File: src/lph_pkg.sv
package lph_pkg;

	localparam int SLOTS      = 1024;
	localparam int SLOT_BITS  = 10;
	localparam int KEY_BITS   = 64;
	localparam int VALUE_BITS = 16;
	localparam int COUNT_BITS = 11;
	localparam int LOG2_MIN   = 4;
	localparam int LOG2_MAX   = 10;
	localparam int ENTRY_BITS = KEY_BITS + VALUE_BITS;
	localparam int SLOT_WORD_BITS = ENTRY_BITS + 1;

	localparam logic [31:0] FNV_BASIS = 32'd2166136261;
	localparam logic [31:0] FNV_PRIME = 32'd16777619;

	localparam logic [1:0] CMD_LOOKUP = 2'd0;
	localparam logic [1:0] CMD_INSERT = 2'd1;
	localparam logic [1:0] CMD_REMOVE = 2'd2;
	localparam logic [1:0] CMD_NONE   = 2'd3;

	localparam logic [1:0] ST_OK     = 2'd0;
	localparam logic [1:0] ST_ABSENT = 2'd1;
	localparam logic [1:0] ST_FULL   = 2'd2;

	typedef struct packed {
		logic [1:0]            cmd;
		logic [KEY_BITS-1:0]   key;
		logic [VALUE_BITS-1:0] value;
		logic [SLOT_BITS-1:0]  home;
	} lph_item_t;

	typedef enum logic [1:0] {
		F_IDLE,
		F_HASH,
		F_PUSH
	} front_state_t;

	typedef enum logic [2:0] {
		B_IDLE,
		B_PROBE,
		B_CMP,
		B_SH_NEXT,
		B_SH_RD,
		B_SH_HASH,
		B_CLEAR
	} back_state_t;

endpackage

File: src/lph_fnv.sv
module lph_fnv
	import lph_pkg::*;
(
	input  logic                clk,
	input  logic                arst_n,
	input  logic                go,
	input  logic [KEY_BITS-1:0] key,
	output logic                done,
	output logic [31:0]         hash
);

	logic                running_q;
	logic                done_q;
	logic [2:0]          idx_q;
	logic [KEY_BITS-1:0] key_q;
	logic [31:0]         h_q;
	logic [7:0]          b;
	logic [31:0]         prod;

	assign b    = key_q[7:0];
	assign prod = (h_q ^ {24'd0, b}) * FNV_PRIME;

	// one byte per cycle, stop at the first zero byte
	always_ff @(posedge clk or negedge arst_n) begin
		if (!arst_n) begin
			running_q <= 1'b0;
			done_q    <= 1'b0;
			idx_q     <= '0;
		end else begin
			done_q <= 1'b0;
			if (go) begin
				running_q <= 1'b1;
				idx_q     <= '0;
			end else if (running_q) begin
				if (b == 8'd0 || idx_q == 3'd7) begin
					running_q <= 1'b0;
					done_q    <= 1'b1;
				end
				idx_q <= idx_q + 3'd1;
			end
		end
	end

	always_ff @(posedge clk) begin
		if (go) begin
			key_q <= key;
			h_q   <= FNV_BASIS;
		end else if (running_q && b != 8'd0) begin
			h_q   <= prod;
			key_q <= key_q >> 8;
		end
	end

	assign done = done_q;
	assign hash = h_q;

endmodule

File: src/lph_front.sv
module lph_front
	import lph_pkg::*;
(
	input  logic                  clk,
	input  logic                  arst_n,
	input  logic                  start,
	input  logic [1:0]            command,
	input  logic [KEY_BITS-1:0]   key,
	input  logic [VALUE_BITS-1:0] value,
	output logic                  busy,
	output logic                  q_valid,
	output lph_item_t             q_item,
	input  logic                  q_pop
);

	front_state_t          st_q, st_d;
	lph_item_t             item_q;
	lph_item_t             fifo_q [2];
	logic                  wr_ptr_q, rd_ptr_q;
	logic [1:0]            fill_q;
	logic [KEY_BITS-1:0]   canon;
	logic                  hash_done;
	logic [31:0]           hash;
	logic                  accept, push;

	// keep bytes up to the first zero byte
	always_comb begin
		logic stop;
		stop  = 1'b0;
		canon = '0;
		for (int i = 0; i < 8; i++) begin
			if (key[8*i +: 8] == 8'd0) begin
				stop = 1'b1;
			end
			if (!stop) begin
				canon[8*i +: 8] = key[8*i +: 8];
			end
		end
	end

	assign accept = start && st_q == F_IDLE;
	assign push   = st_q == F_PUSH && fill_q != 2'd2;
	assign busy   = st_q != F_IDLE;

	lph_fnv u_fnv (
		.clk    (clk),
		.arst_n (arst_n),
		.go     (accept),
		.key    (canon),
		.done   (hash_done),
		.hash   (hash)
	);

	always_comb begin
		st_d = st_q;
		case (st_q)
			F_IDLE: begin
				if (start) st_d = F_HASH;
			end
			F_HASH: begin
				if (hash_done) st_d = F_PUSH;
			end
			F_PUSH: begin
				if (fill_q != 2'd2) st_d = F_IDLE;
			end
			default: st_d = F_IDLE;
		endcase
	end

	always_ff @(posedge clk or negedge arst_n) begin
		if (!arst_n) begin
			st_q     <= F_IDLE;
			wr_ptr_q <= 1'b0;
			rd_ptr_q <= 1'b0;
			fill_q   <= '0;
		end else begin
			st_q <= st_d;
			if (push) wr_ptr_q <= ~wr_ptr_q;
			if (q_pop) rd_ptr_q <= ~rd_ptr_q;
			fill_q <= fill_q + {1'b0, push} - {1'b0, q_pop};
		end
	end

	always_ff @(posedge clk) begin
		if (accept) begin
			item_q.cmd   <= command;
			item_q.key   <= canon;
			item_q.value <= value;
		end
		if (hash_done && st_q == F_HASH) begin
			item_q.home <= hash[SLOT_BITS-1:0];
		end
		if (push) begin
			fifo_q[wr_ptr_q] <= item_q;
		end
	end

	assign q_valid = fill_q != 2'd0;
	assign q_item  = fifo_q[rd_ptr_q];

endmodule

File: config.mk
export PLATFORM = sky130hd
export DESIGN_NAME = lph_front
export DESIGN_NICKNAME = d
export VERILOG_FILES = /design/src/lph_pkg.sv /design/src/lph_fnv.sv /design/src/lph_front.sv
export SDC_FILE = /design/constraint.sdc
export NUM_CORES = 1
export LEC_CHECK = 0
export ABC_AREA = 1
export ABC_CLOCK_PERIOD_IN_PS = 10080
export BUFFER_PORTS_ARGS = -buffer_cell sky130_fd_sc_hd__buf_2
export CORE_UTILIZATION = 60
export CTS_CLUSTER_DIAMETER = 40
export DETAILED_ROUTE_END_ITERATION = 10
export PLACE_DENSITY = 0.89
export SLEW_MARGIN = 25
export SYNTH_ARGS = -nofsm -noshare
export SYNTH_HDL_FRONTEND = slang
export SYNTH_SLANG_ARGS = --single-unit
File: constraint.sdc
create_clock -name clk -period 10.08 [get_ports clk]
set_input_delay 1.008 -clock clk [delete_from_list [all_inputs] [get_ports clk]]
set_output_delay 1.008 -clock clk [all_outputs]
set_load 0.005 [all_outputs]
==> results of run 1 <==
## worst paths after layout
check,slack [ps],cells after the start,end
worst max-delay path,6140,18,u_fnv.hash[9]
worst min-delay path,350,1,u_fnv.idx_q[0]
worst max register to register,6140,18,u_fnv.hash[9]
worst min register to register,440,0,fifo_q[1][16]
max in group asynchronous,9500,1,rd_ptr_q
min in group clk,440,0,fifo_q[1][16]
## logic make-up after synthesis
logic type | count (synthesis) | synth area share (%)
AO/OA/AOI/OAI | 30 | 1.09
XOR/XNOR | 21 | 1.26
adder cells (fa/ha/maj) | 37 | 3.33
buffers and inverters | 150 | 4.03
flip-flops | 361 | 73.2
multiplexers | 92 | 7.10
AND/OR/NAND/NOR | 353 | 9.96
## routing by layer
metal | vias to the layer above | global-route usage (%) | part of all wire, %
li1 | 4022 | - | -
met4 | 2 | 8.52 | 2.5
met1 | 4125 | 28.5 | 40
met3 | 66 | 6.00 | 7.8
met2 | 321 | 40.1 | 50
met5 | - | 0 | 0.045
## worst register-to-register path, cell delays in order, from the launching register on
cell and delay, ps:
edfxtp_1 400, xnor2_1 340, inv_1 130, ha_1 330, ha_1 300, ha_1 290, ha_1 280, inv_1 50
fa_1 530, inv_1 50, ha_1 340, a21oi_1 160, nand2_1 70, nor2_1 140, nand3_1 120, nand3_1 100
nand3_1 80, nand2_1 100, inv_1 40
## power by group through the flow
stage | combinational (mW) | clock [mW] | sequential [mW]
floorplan | 1.82 | 0 | 2.12
global placement | 2.31 | 0 | 2.16
detailed placement | 2.41 | 0 | 2.18
CTS | 2.43 | 1.57 | 2.16
global route | 2.75 | 1.63 | 2.18
finish | 2.41 | 1.55 | 2.15
## sequential cells by signal (all words and copies together) (netlist names)
register / cells
fifo_q: 184
st_q: 2
rd_ptr_q: 1
u_fnv.idx_q: 3
u_fnv.key_q: 64
u_fnv.done: 1
wr_ptr_q: 1
u_fnv.running_q: 1
u_fnv.hash: 10
fill_q: 2
item_q: 92
## per-stage QoR
step	utilization, %	area [um2]	std cells	setup WS [ps]	total power, mW
4_1_cts	72.9	17300	1590	6120	6.15
3_5_place_dp	66.8	15800	1513	6130	4.59
6_report	72.9	17300	1592	6140	6.11
3_3_place_gp	66.7	15800	1513	6250	4.47
2_1_floorplan	-	14600	1044	4990	3.94
5_1_grt	72.9	17300	1591	5870	6.56
## cell type report
cell class | instances | area (um2) | area share [%]
Sequential cell | 361 | 10700 | 61.9
Multi-Input combinational cell | 533 | 3340 | 19.3
Clock buffer | 51 | 1150 | 6.65
Timing Repair Buffer | 187 | 956 | 5.53
Inverter | 113 | 427 | 2.47
Tap cell | 319 | 399 | 2.31
Clock inverter | 26 | 308 | 1.78
Antenna cell | 2 | 5.00 | 0.0290
## layout by cell type (no fill, tap or decap), drive strengths merged
cell | Yosys | final
edfxtp | 340 | 340
nand2 | 210 | 210
buf | 14 | 187
inv | 112 | 118
mux2 | 92 | 92
nor2 | 92 | 92
clkbuf | 23 | 51
ha | 34 | 34
nand3 | 20 | 20
nand4 | 19 | 19
o21ai | 16 | 16
clkinv | 1 | 13
xor2 | 11 | 11
dfrtp | 11 | 11
xnor2 | 10 | 10
a21oi | 10 | 10
dfxtp | 10 | 10
nor3 | 7 | 7
bufinv | 0 | 5
nor4 | 4 | 4
fa | 3 | 3
clkinvlp | 0 | 3
diode | 0 | 2
a31oi | 2 | 2
a31o | 1 | 1
nand3b | 1 | 1
o21bai | 1 | 1
==> impl_results.md, run 1 <==
* CTS sink cnt at 361
* Min Clock Period, post-route at 3940 ps
* Clk_lat worst skew at 530 ps
* Worst slew margin at 30.4%
* Switching share of power at 35.1%
* Arrival @ worst endpoint at 4370 ps
* Ratio of cells with drive above 1 in the final layout at 28.2%
* Total wire length at 28,700 um
* Site row count at 56
* Worst Skew at 21.7 ps
* Max cap viols at 0
* Worst R2R Start: u_fnv.key_q[0]
* Final-report hold violation count at 0
* Synth async-reset ratio at 3.05%
* Critical path required time at 10,500 ps
* Fill cell count at 1,450
* Top cell family by delay on the critical path: adder cells
* Setup TNS at 0 ps
* TritonCTS Buffers at 42
* Final-report max-slew violation count at 0
* Clk buf depth at 3
* Final #Nets at 1,361
* Crit path launch: u_fnv.key_q[0]
* Worst Path Buf+Inv at 4
* Yosys reg bits at 361
* Combinational group share of total power at 39.4%
* Final HPWL DP at 18,300 um
* Largest net degree at the start of global routing at 89
* Root Driver: clkbuf_16
* Die W at 158 um
* Post-CTS setup repair buffer count at 0
* Total gr overflow at 0
* Worst hold margin at 346 ps
* Syn_nets at 1,167
* Final ANT Viol Nets at 0
* Pint at 3.96 mW
* Reg power frac at 35.3%
* Max incr delay on CP at 530 ps
* Die Y at 158 um
* First-pass GRT wire length at 43,600 um
* Vias in the first global route at 8,621
* Main area contributors after synthesis: edfxtp_1 70%, mux2_2 7.1%, nand2_1 5.4%
* Top-area cell type share of the netlist area at 70.0%
* Placer Congestion at 0.866
* # hold bufs at CTS at 0
* Hold Crit Class: in2async
* Starting Density at 61.6%
* Drt initial violations at 525
* Via count at 8,536
* Vias per cell at 5.36
* Slowest CP cell: fa_1
* Leading area contributor after synthesis: edfxtp_1
* # IOs at 180
* Register area share after synthesis at 73.2%
* Endpoint type of the worst setup path: flip-flop
* Worst path cell trace: xnor2_1 > inv_1 > ha_1 > ha_1 > ha_1 > ha_1 > inv_1 > fa_1 > inv_1 > ha_1 > a21oi_1 > nand2_1 > nor2_1 > nand3_1 > nand3_1 > nand3_1 > nand2_1 > inv_1
* Routed len/inst at 18.0 um
* Max Fclk at 254 MHz
* Synth Instances at 1,044
* Synthesized area at 14,600 um2
* Sw Pwr at 2.15 mW
* Worst Tran Pin Value at 1040 ps
* Leak pwr at 7.05 nW
* Top FF cell, synth: edfxtp_1
* CP dominant cell by count: ha_1
* Unrepaired setup endpoints after global routing: false
* CP startpoint kind: flip-flop
* GRT Total Usage at 23.3%
* Most frequent cell after synthesis: edfxtp_1
* Crit Path Category: reg2reg
* Ys Warns at 0
* DRT Pass-1 Iters at 5
* Post-cts resize count at 0
* Port Buffers at 179
* # DRC at 0
* Fin crit share at 39.1%
* PD cells at 354 nW/um2
* Antenna violations before repair at 3
* Synth cell types at 31
* Reg clk slew, reported paths at 60 ps
* EDFF count, synth at 340
* Status: finished clean
* Die area at 24,900 um2
* Core ar. at 23,700 um2
* Syn avg cell area at 14.0 um2
* Synth-to-Final Area Change at 18.4%
* Largest fanout on the critical path at 4
* Clk pwr share at 25.4%
* H-tree depth at 2
* Synth top cells by count: 340 x edfxtp_1, 209 x nand2_1, 111 x inv_1
* Peak supply drop at 411 uV
* Finish-stage setup viols at 0
* CTS tree: yes
Power figures use the tool's default switching activity.
==> run 2, diff against run 1 <==
- ABC_CLOCK_PERIOD_IN_PS: 10080 -> 3500
- CORE_UTILIZATION: 60 -> 52
- PLACE_DENSITY: 0.89 -> 0.82
- clock period: 10.08 -> 3.5 ns (I/O delays scaled with it)
==> impl_results.md, run 2 (synthesis results as in run 1) <==
* Synth-to-Final Area Change at 23.1% (was 18.4%)
* Endpoint type of the worst setup path: flip-flop (unchanged)
* Site row count at 60 (was 56)
* Max FFs per register at 184 (unchanged)
* Hold Crit Class: in2reg (was in2async)
* Switching share of power at 35.2% (was 35.1%)
* Arrival @ worst endpoint at 3820 ps (was 4370 ps)
* Max incr delay on CP at 560 ps (was 530 ps)
* Fin crit share at 96.8% (was 39.1%)
* CTS sink cnt at 361 (unchanged)
* Drt initial violations at 568 (was 525)
* Critical path required time at 3930 ps (was 10,500 ps)
* Combinational group share of total power at 45.5% (was 39.4%)
* Die area at 28,700 um2 (was 24,900 um2)
* CTS tree: yes (unchanged)
* Hold EP: rd_ptr_q
* Finish-stage setup viols at 0 (unchanged)
* Final HPWL DP at 18,400 um (was 18,300 um)
* Slowest CP cell: fa_1 (unchanged)
* Placer Congestion at 0.864 (was 0.866)
* DP Area at 16,000 um2 (was 15,800 um2)
* Starting Density at 53.5% (was 61.6%)
* TritonCTS Buffers at 45 (was 42)
* Worst Skew at 24.0 ps (was 21.7 ps)
* Status: finished clean (unchanged)
* Largest fanout on the critical path at 4 (unchanged)
* Final-report hold violation count at 0 (unchanged)
* Largest net degree at the start of global routing at 93 (was 89)
* Final #Nets at 1,398 (was 1,361)
* Final ANT Viol Nets at 0 (unchanged)
* Max Fclk at 295 MHz (was 254 MHz)
* Worst slew margin at 37.3% (was 30.4%)
* Post-route cell area at 18,000 um2 (was 17,300 um2)
* Die W at 170 um (was 158 um)
* Vias per cell at 5.11 (was 5.36)
* Port Buffers at 179 (unchanged)
* CP dominant cell by count: inv_1 (was ha_1)
* DRT Pass-1 Iters at 5 (unchanged)
* Met1 Use GR at 24.8% (was 28.5%)
* Worst Tran Pin Value at 931 ps (was 1040 ps)
* Worst R2R Path Depth at 21 (was 18)
* Pint at 12.8 mW (was 3.96 mW)
* Reg power frac at 31.5% (was 35.3%)
* Reg2reg setup slack at 110 ps (was 6140 ps)
* Leak pwr at 7.25 nW (was 7.05 nW)
* Peak supply drop at 1170 uV (was 411 uV)
* Total gr overflow at 0 (unchanged)
* Routing usage on met3 at 4.99% (was 6.00%)
* Die Y at 170 um (was 158 um)
* Setup TNS at 0 ps (unchanged)
* Ratio of cells with drive above 1 in the final layout at 30.9% (was 28.2%)
* PD cells at 1100 nW/um2 (was 354 nW/um2)
* Final Non-Filler Cells at 1,678 (was 1,592)
* Clk buf depth at 3 (unchanged)
* Largest regs: fifo_q: 184 flops, item_q: 92 flops, u_fnv.key_q: 64 flops (unchanged)
* Crit Path Category: reg2reg (unchanged)
* Worst hold margin at 20.3 ps (was 346 ps)
* Antenna violations before repair at 1 (was 3)
* Most common cell after layout, fill and taps aside: edfxtp_1 (unchanged)
* Reg clk slew, reported paths at 50 ps (was 60 ps)
* Max cap viols at 0 (unchanged)
* # IOs at 180 (unchanged)
* Sw Pwr at 6.95 mW (was 2.15 mW)
* Reg-to-reg endpoint: u_fnv.hash[9] (unchanged)
* Vias in the first global route at 8,615 (was 8,621)
* Final-report max-slew violation count at 0 (unchanged)
* Worst R2R Start: u_fnv.key_q[2] (was u_fnv.key_q[0])
* Clk pwr share at 23.0% (was 25.4%)
* Min Clock Period, post-route at 3390 ps (was 3940 ps)
* Worst path cell trace: xnor2_2 > inv_1 > ha_2 > inv_1 > nor2_4 > nor2_4 > ha_4 > ha_4 > inv_1 > fa_1 > inv_2 > ha_4 > nand2_1 > nor3_2 > nor2_2 > inv_1 > nand2_1 > nand3_1 > nand3_1 > nand2_1 > inv_1 (was xnor2_1 > inv_1 > ha_1 > ha_1 > ha_1 > ha_1 > inv_1 > fa_1 > inv_1 > ha_1 > a21oi_1 > nand2_1 > nor2_1 > nand3_1 > nand3_1 > nand3_1 > nand2_1 > inv_1)
* Hold depth at 2
* Gr busiest metal: met2 (unchanged)
* Total wire length at 29,500 um (was 28,700 um)
* H-tree depth at 2 (unchanged)
* Antenna diode count at 0 (was 2)
* Hold path startpoint: q_pop
* Routed len/inst at 17.6 um (was 18.0 um)
* CP startpoint kind: flip-flop (unchanged)
* Root Driver: clkbuf_16 (unchanged)
* Met2 global-route usage at 35.5% (was 40.1%)
* Dpl cells at 1,576 (was 1,513)
* Most flops, register: fifo_q (unchanged)
* GRT Total Usage at 20.3% (was 23.3%)
* First-pass GRT wire length at 44,400 um (was 43,600 um)
* Clk_lat worst skew at 540 ps (was 530 ps)
* Most frequent cells in the layout: 340 x edfxtp_1, 205 x nand2_1, 179 x buf_2, 107 x inv_1, 92 x mux2_2 (was 340 x edfxtp_1, 207 x nand2_1, 179 x buf_2, 111 x inv_1, 92 x mux2_2)
* Core ar. at 27,300 um2 (was 23,700 um2)
* Via count at 8,573 (was 8,536)
* # DRC at 0 (unchanged)
==> run 2: changes by cell type in the layout (fill, tap and decap cells not counted), sizes merged <==
cell         change
buf             +13
clkbuf           -2
clkinv           +4
clkinvlp         -1
diode            -2
dlygate4sd3     +21
==> run 2: power by group through the flow <==
stage                     registers, mW  clock network (mW)  logic, mW
final                              6.21                4.53       8.98
after global routing               6.29                4.77       9.98
after CTS                          6.20                4.59       7.78
after detailed placement           6.28                   0       7.57
after global placement             6.23                   0       7.30
after floorplan                    6.09                   0       5.46
==> run 2: timing repair <==
item	CTS	global route
hold endpoints to repair	31	0
setup endpoints to repair	1	2
setup buffers	0	3
hold buffers	21	0
pin swaps	2	15
gates resized for setup	5	25
==> run 2: cell type report <==
type / instances / area, um2
tap: 372 / 465
timing repair buffer: 221 / 1340
multi-input combinational: 533 / 3550
clock buffer: 49 / 1160
fill: 1933 / 9300
inverter: 113 / 427
clock inverter: 29 / 323
sequential: 361 / 10700
==> run 2: per-stage QoR <==
step           power, mW  utilization [%]  setup WS [ps]
4_1_cts             18.6             65.2           14.3
3_5_place_dp        13.8             58.9           -121
3_3_place_gp        13.5             58.9          -67.9
5_1_grt             21.0             65.9          -37.0
2_1_floorplan       11.5                -          -79.2
6_report            19.7             65.9            113
==> run 2: how the worst max path moves through the flow <==
stage,start,to,slack [ps],cells past startpoint
final,u_fnv.key_q[2],u_fnv.hash[9],110,21
after global routing,u_fnv.key_q[2],u_fnv.hash[9],-40,21
after CTS,u_fnv.key_q[0],u_fnv.hash[9],10,20
after detailed placement,u_fnv.key_q[0],u_fnv.hash[9],-120,20
after global placement,u_fnv.key_q[0],u_fnv.hash[9],-70,20
after floorplan,st_q[0],fifo_q[0][0],-80,3
==> run 2: per-layer routing <==
| layer | wire [um] | vias up |
|---|---|---|
| met1 | 11900 | 4152 |
| met5 | 13 | - |
| met4 | 637 | 2 |
| met3 | 1880 | 59 |
| met2 | 15000 | 275 |
| li1 | - | 4085 |
==> run 2: worst max-delay path, delay by kind of cell, from the launching register on <==
family                   cells  cell delay [ps]
adder cells (fa/ha/maj)      5             1520
AND/OR/NAND/NOR              9              810
flip-flops                   1              440
buffers and inverters        6              350
XOR/XNOR                     1              180
==> run 3, diff against run 2 <==
- REMOVE_ABC_BUFFERS: default -> 1
==> impl_results.md, run 3 (synthesis results as in run 1) <==
* Status: finished clean (unchanged)
* Die Y at 170 um (unchanged)
* Ratio of cells with drive above 1 in the final layout at 31.2% (was 30.9%)
* Reg2reg setup slack at 130 ps (was 110 ps)
* H-tree depth at 2 (unchanged)
* CTS sink cnt at 361 (unchanged)
* Worst slew margin at 39.9% (was 37.3%)
* Routed len/inst at 17.3 um (was 17.6 um)
* Fin crit share at 96.2% (was 96.8%)
* Max cap viols at 0 (unchanged)
* Final-report max-slew violation count at 0 (unchanged)
* Core ar. at 27,300 um2 (unchanged)
* Via count at 8,551 (was 8,573)
* Peak supply drop at 1770 uV (was 1170 uV)
* Finish-stage setup viols at 0 (unchanged)
* Vias per cell at 5.07 (was 5.11)
* Most flops, register: fifo_q (unchanged)
* Worst Skew at 28.2 ps (was 24.0 ps)
* Min Clock Period, post-route at 3370 ps (was 3390 ps)
* Clk_lat worst skew at 540 ps (about the same)
* Synth-to-Final Area Change at 22.9% (was 23.1%)
* Hold depth at 1 (was 2)
* Vias in the first global route at 8,855 (was 8,615)
* Worst Tran Pin Value at 892 ps (was 931 ps)
* CP startpoint kind: flip-flop (unchanged)
* Die W at 170 um (unchanged)
* Worst R2R Start: u_fnv.key_q[0] (was u_fnv.key_q[2])
* Crit path launch: u_fnv.key_q[0] (was u_fnv.key_q[2])
* GRT Total Usage at 20.6% (was 20.3%)
* CTS tree: yes (unchanged)
* Final ANT Viol Nets at 0 (unchanged)
* Fill cell count at 1,896 (was 1,933)
* # DRC at 0 (unchanged)
* Largest regs: fifo_q: 184 flops, item_q: 92 flops, u_fnv.key_q: 64 flops (unchanged)
* Reg clk slew, reported paths at 60 ps (was 50 ps)
* Root Driver: clkbuf_16 (unchanged)
* Final HPWL DP at 18,700 um (was 18,400 um)
* Final-report hold violation count at 0 (unchanged)
* Max Fclk at 297 MHz (was 295 MHz)
* Worst hold margin at 22.0 ps (was 20.3 ps)
* Area of the multi-input gates at 3590 um2 (was 3550 um2)
* Max FFs per register at 184 (unchanged)
* Endpoint type of the worst setup path: flip-flop (unchanged)
* Critical path required time at 3930 ps (about the same)
* Die area at 28,700 um2 (unchanged)
* Final #Nets at 1,403 (was 1,398)
* TritonCTS Buffers at 41 (was 45)
* First-pass GRT wire length at 45,200 um (was 44,400 um)
* Hold path startpoint: key[7] (was q_pop)
* DP Area at 16,100 um2 (was 16,000 um2)
* Clk buf depth at 3 (unchanged)
* Arrival @ worst endpoint at 3800 ps (was 3820 ps)
* Crit Path Category: reg2reg (unchanged)
* Drt initial violations at 526 (was 568)
* Worst R2R Path Depth at 20 (was 21)
* Placer Congestion at 0.881 (was 0.864)
* Site row count at 60 (unchanged)
* Post-route cell area at 17,900 um2 (was 18,000 um2)
* Total gr overflow at 0 (unchanged)
* PD cells at 1120 nW/um2 (was 1100 nW/um2)
* DRT Pass-1 Iters at 5 (unchanged)
* Largest fanout on the critical path at 4 (unchanged)
* Most common cell after layout, fill and taps aside: edfxtp_1 (unchanged)
* Hold Crit Class: in2reg (unchanged)
* Total wire length at 29,200 um (was 29,500 um)
* Most frequent cells in the layout: 340 x edfxtp_1, 205 x nand2_1, 179 x buf_2, 108 x inv_1, 92 x mux2_2 (was 340 x edfxtp_1, 205 x nand2_1, 179 x buf_2, 107 x inv_1, 92 x mux2_2)
* Register area at 10,700 um2 (unchanged)
* # IOs at 180 (unchanged)
* Leak pwr at 7.22 nW (was 7.25 nW)
* Starting Density at 53.5% (unchanged)
* Port Buffers at 179 (unchanged)
* Antenna violations before repair at 7 (was 1)
* Largest net degree at the start of global routing at 67 (was 93)
[run 3: cell types whose count changed in the layout (fill, tap and decap cells not counted), moves of 2 or more]
cell,previous run,this run
clkinv_4,0,2
clkinv_8,2,0
ha_1,21,19
clkinv_2,8,4
clkbuf_16,46,43
ha_4,11,14
buf_4,15,27
inv_8,4,2
dlygate4sd3_1,21,19
clkbuf_1,3,7
clkinv_1,7,5
diode_2,0,6
[run 3: worst paths after layout]
kind / endpoint
hold reg to reg: fifo_q[0][58]
max in group asynchronous: rd_ptr_q
min in group asynchronous: u_fnv.running_q
hold / removal: item_q[33]
setup reg to reg: u_fnv.hash[9]
setup / recovery: u_fnv.hash[9]
[run 3: per-layer routing]
layer  track usage (%)  vias up  part of all wire (%)
met4              7.83        2                   2.3
li1                  -     4092                     -
met3              5.69       58                   7.4
met2              35.6      248                    50
met1              24.6     4151                    40
met5                 0        -                 0.045
[run 3: worst max-delay path, cell delays in order (launching register included)]
cell	delay, ps
edfxtp_1	440
xnor2_2	200
inv_2	80
ha_4	260
ha_4	270
ha_4	190
ha_4	250
inv_1	50
fa_1	530
inv_1	60
ha_4	240
a21oi_2	130
nand2_1	70
nor2_2	110
inv_1	60
nand2_2	70
nand2_1	50
nand2_1	50
nand3_1	60
nand2_1	60
inv_1	30
[run 3: report_power, final]
group          switching, mW  total (mW)  internal (mW)
Clock                   1.65        4.22           2.57
Combinational           5.04        9.77           4.72
Sequential             0.393        6.17           5.78
Total                   7.09        20.2           13.1
[run 3: final cells by class]
type,count,share of cell area [%]
antenna,6,0.0837
multi-input combinational,533,20.0
timing repair buffer,230,7.74
inverter,113,2.39
clock inverter,21,1.31
tap,372,2.60
sequential,361,59.6
clock buffer,51,6.22
[run 3: per-stage QoR]
step / worst slack [ps] / TNS [ps] / power, mW / util, % / instances
floorplan: -1590 / -341900 / 11.3 / - / 1007
global placement: -132 / -132 / 13.5 / 59.0 / 1583
detailed placement: -210 / -210 / 13.8 / 59.0 / 1583
CTS: 0.151 / 0 / 18.5 / 64.9 / 1679
global route: -54.7 / -54.7 / 21.6 / 65.8 / 1682
finish: 133 / 0 / 20.2 / 65.8 / 1687
[run 3: what timing repair did]
item,in CTS,in global routing
pin swaps,5,9
setup buffers,5,2
gates resized for setup,6,31
gates cloned,0,0
setup endpoints to repair,1,3
hold buffers,19,0
endpoints found under the hold margin,29,0
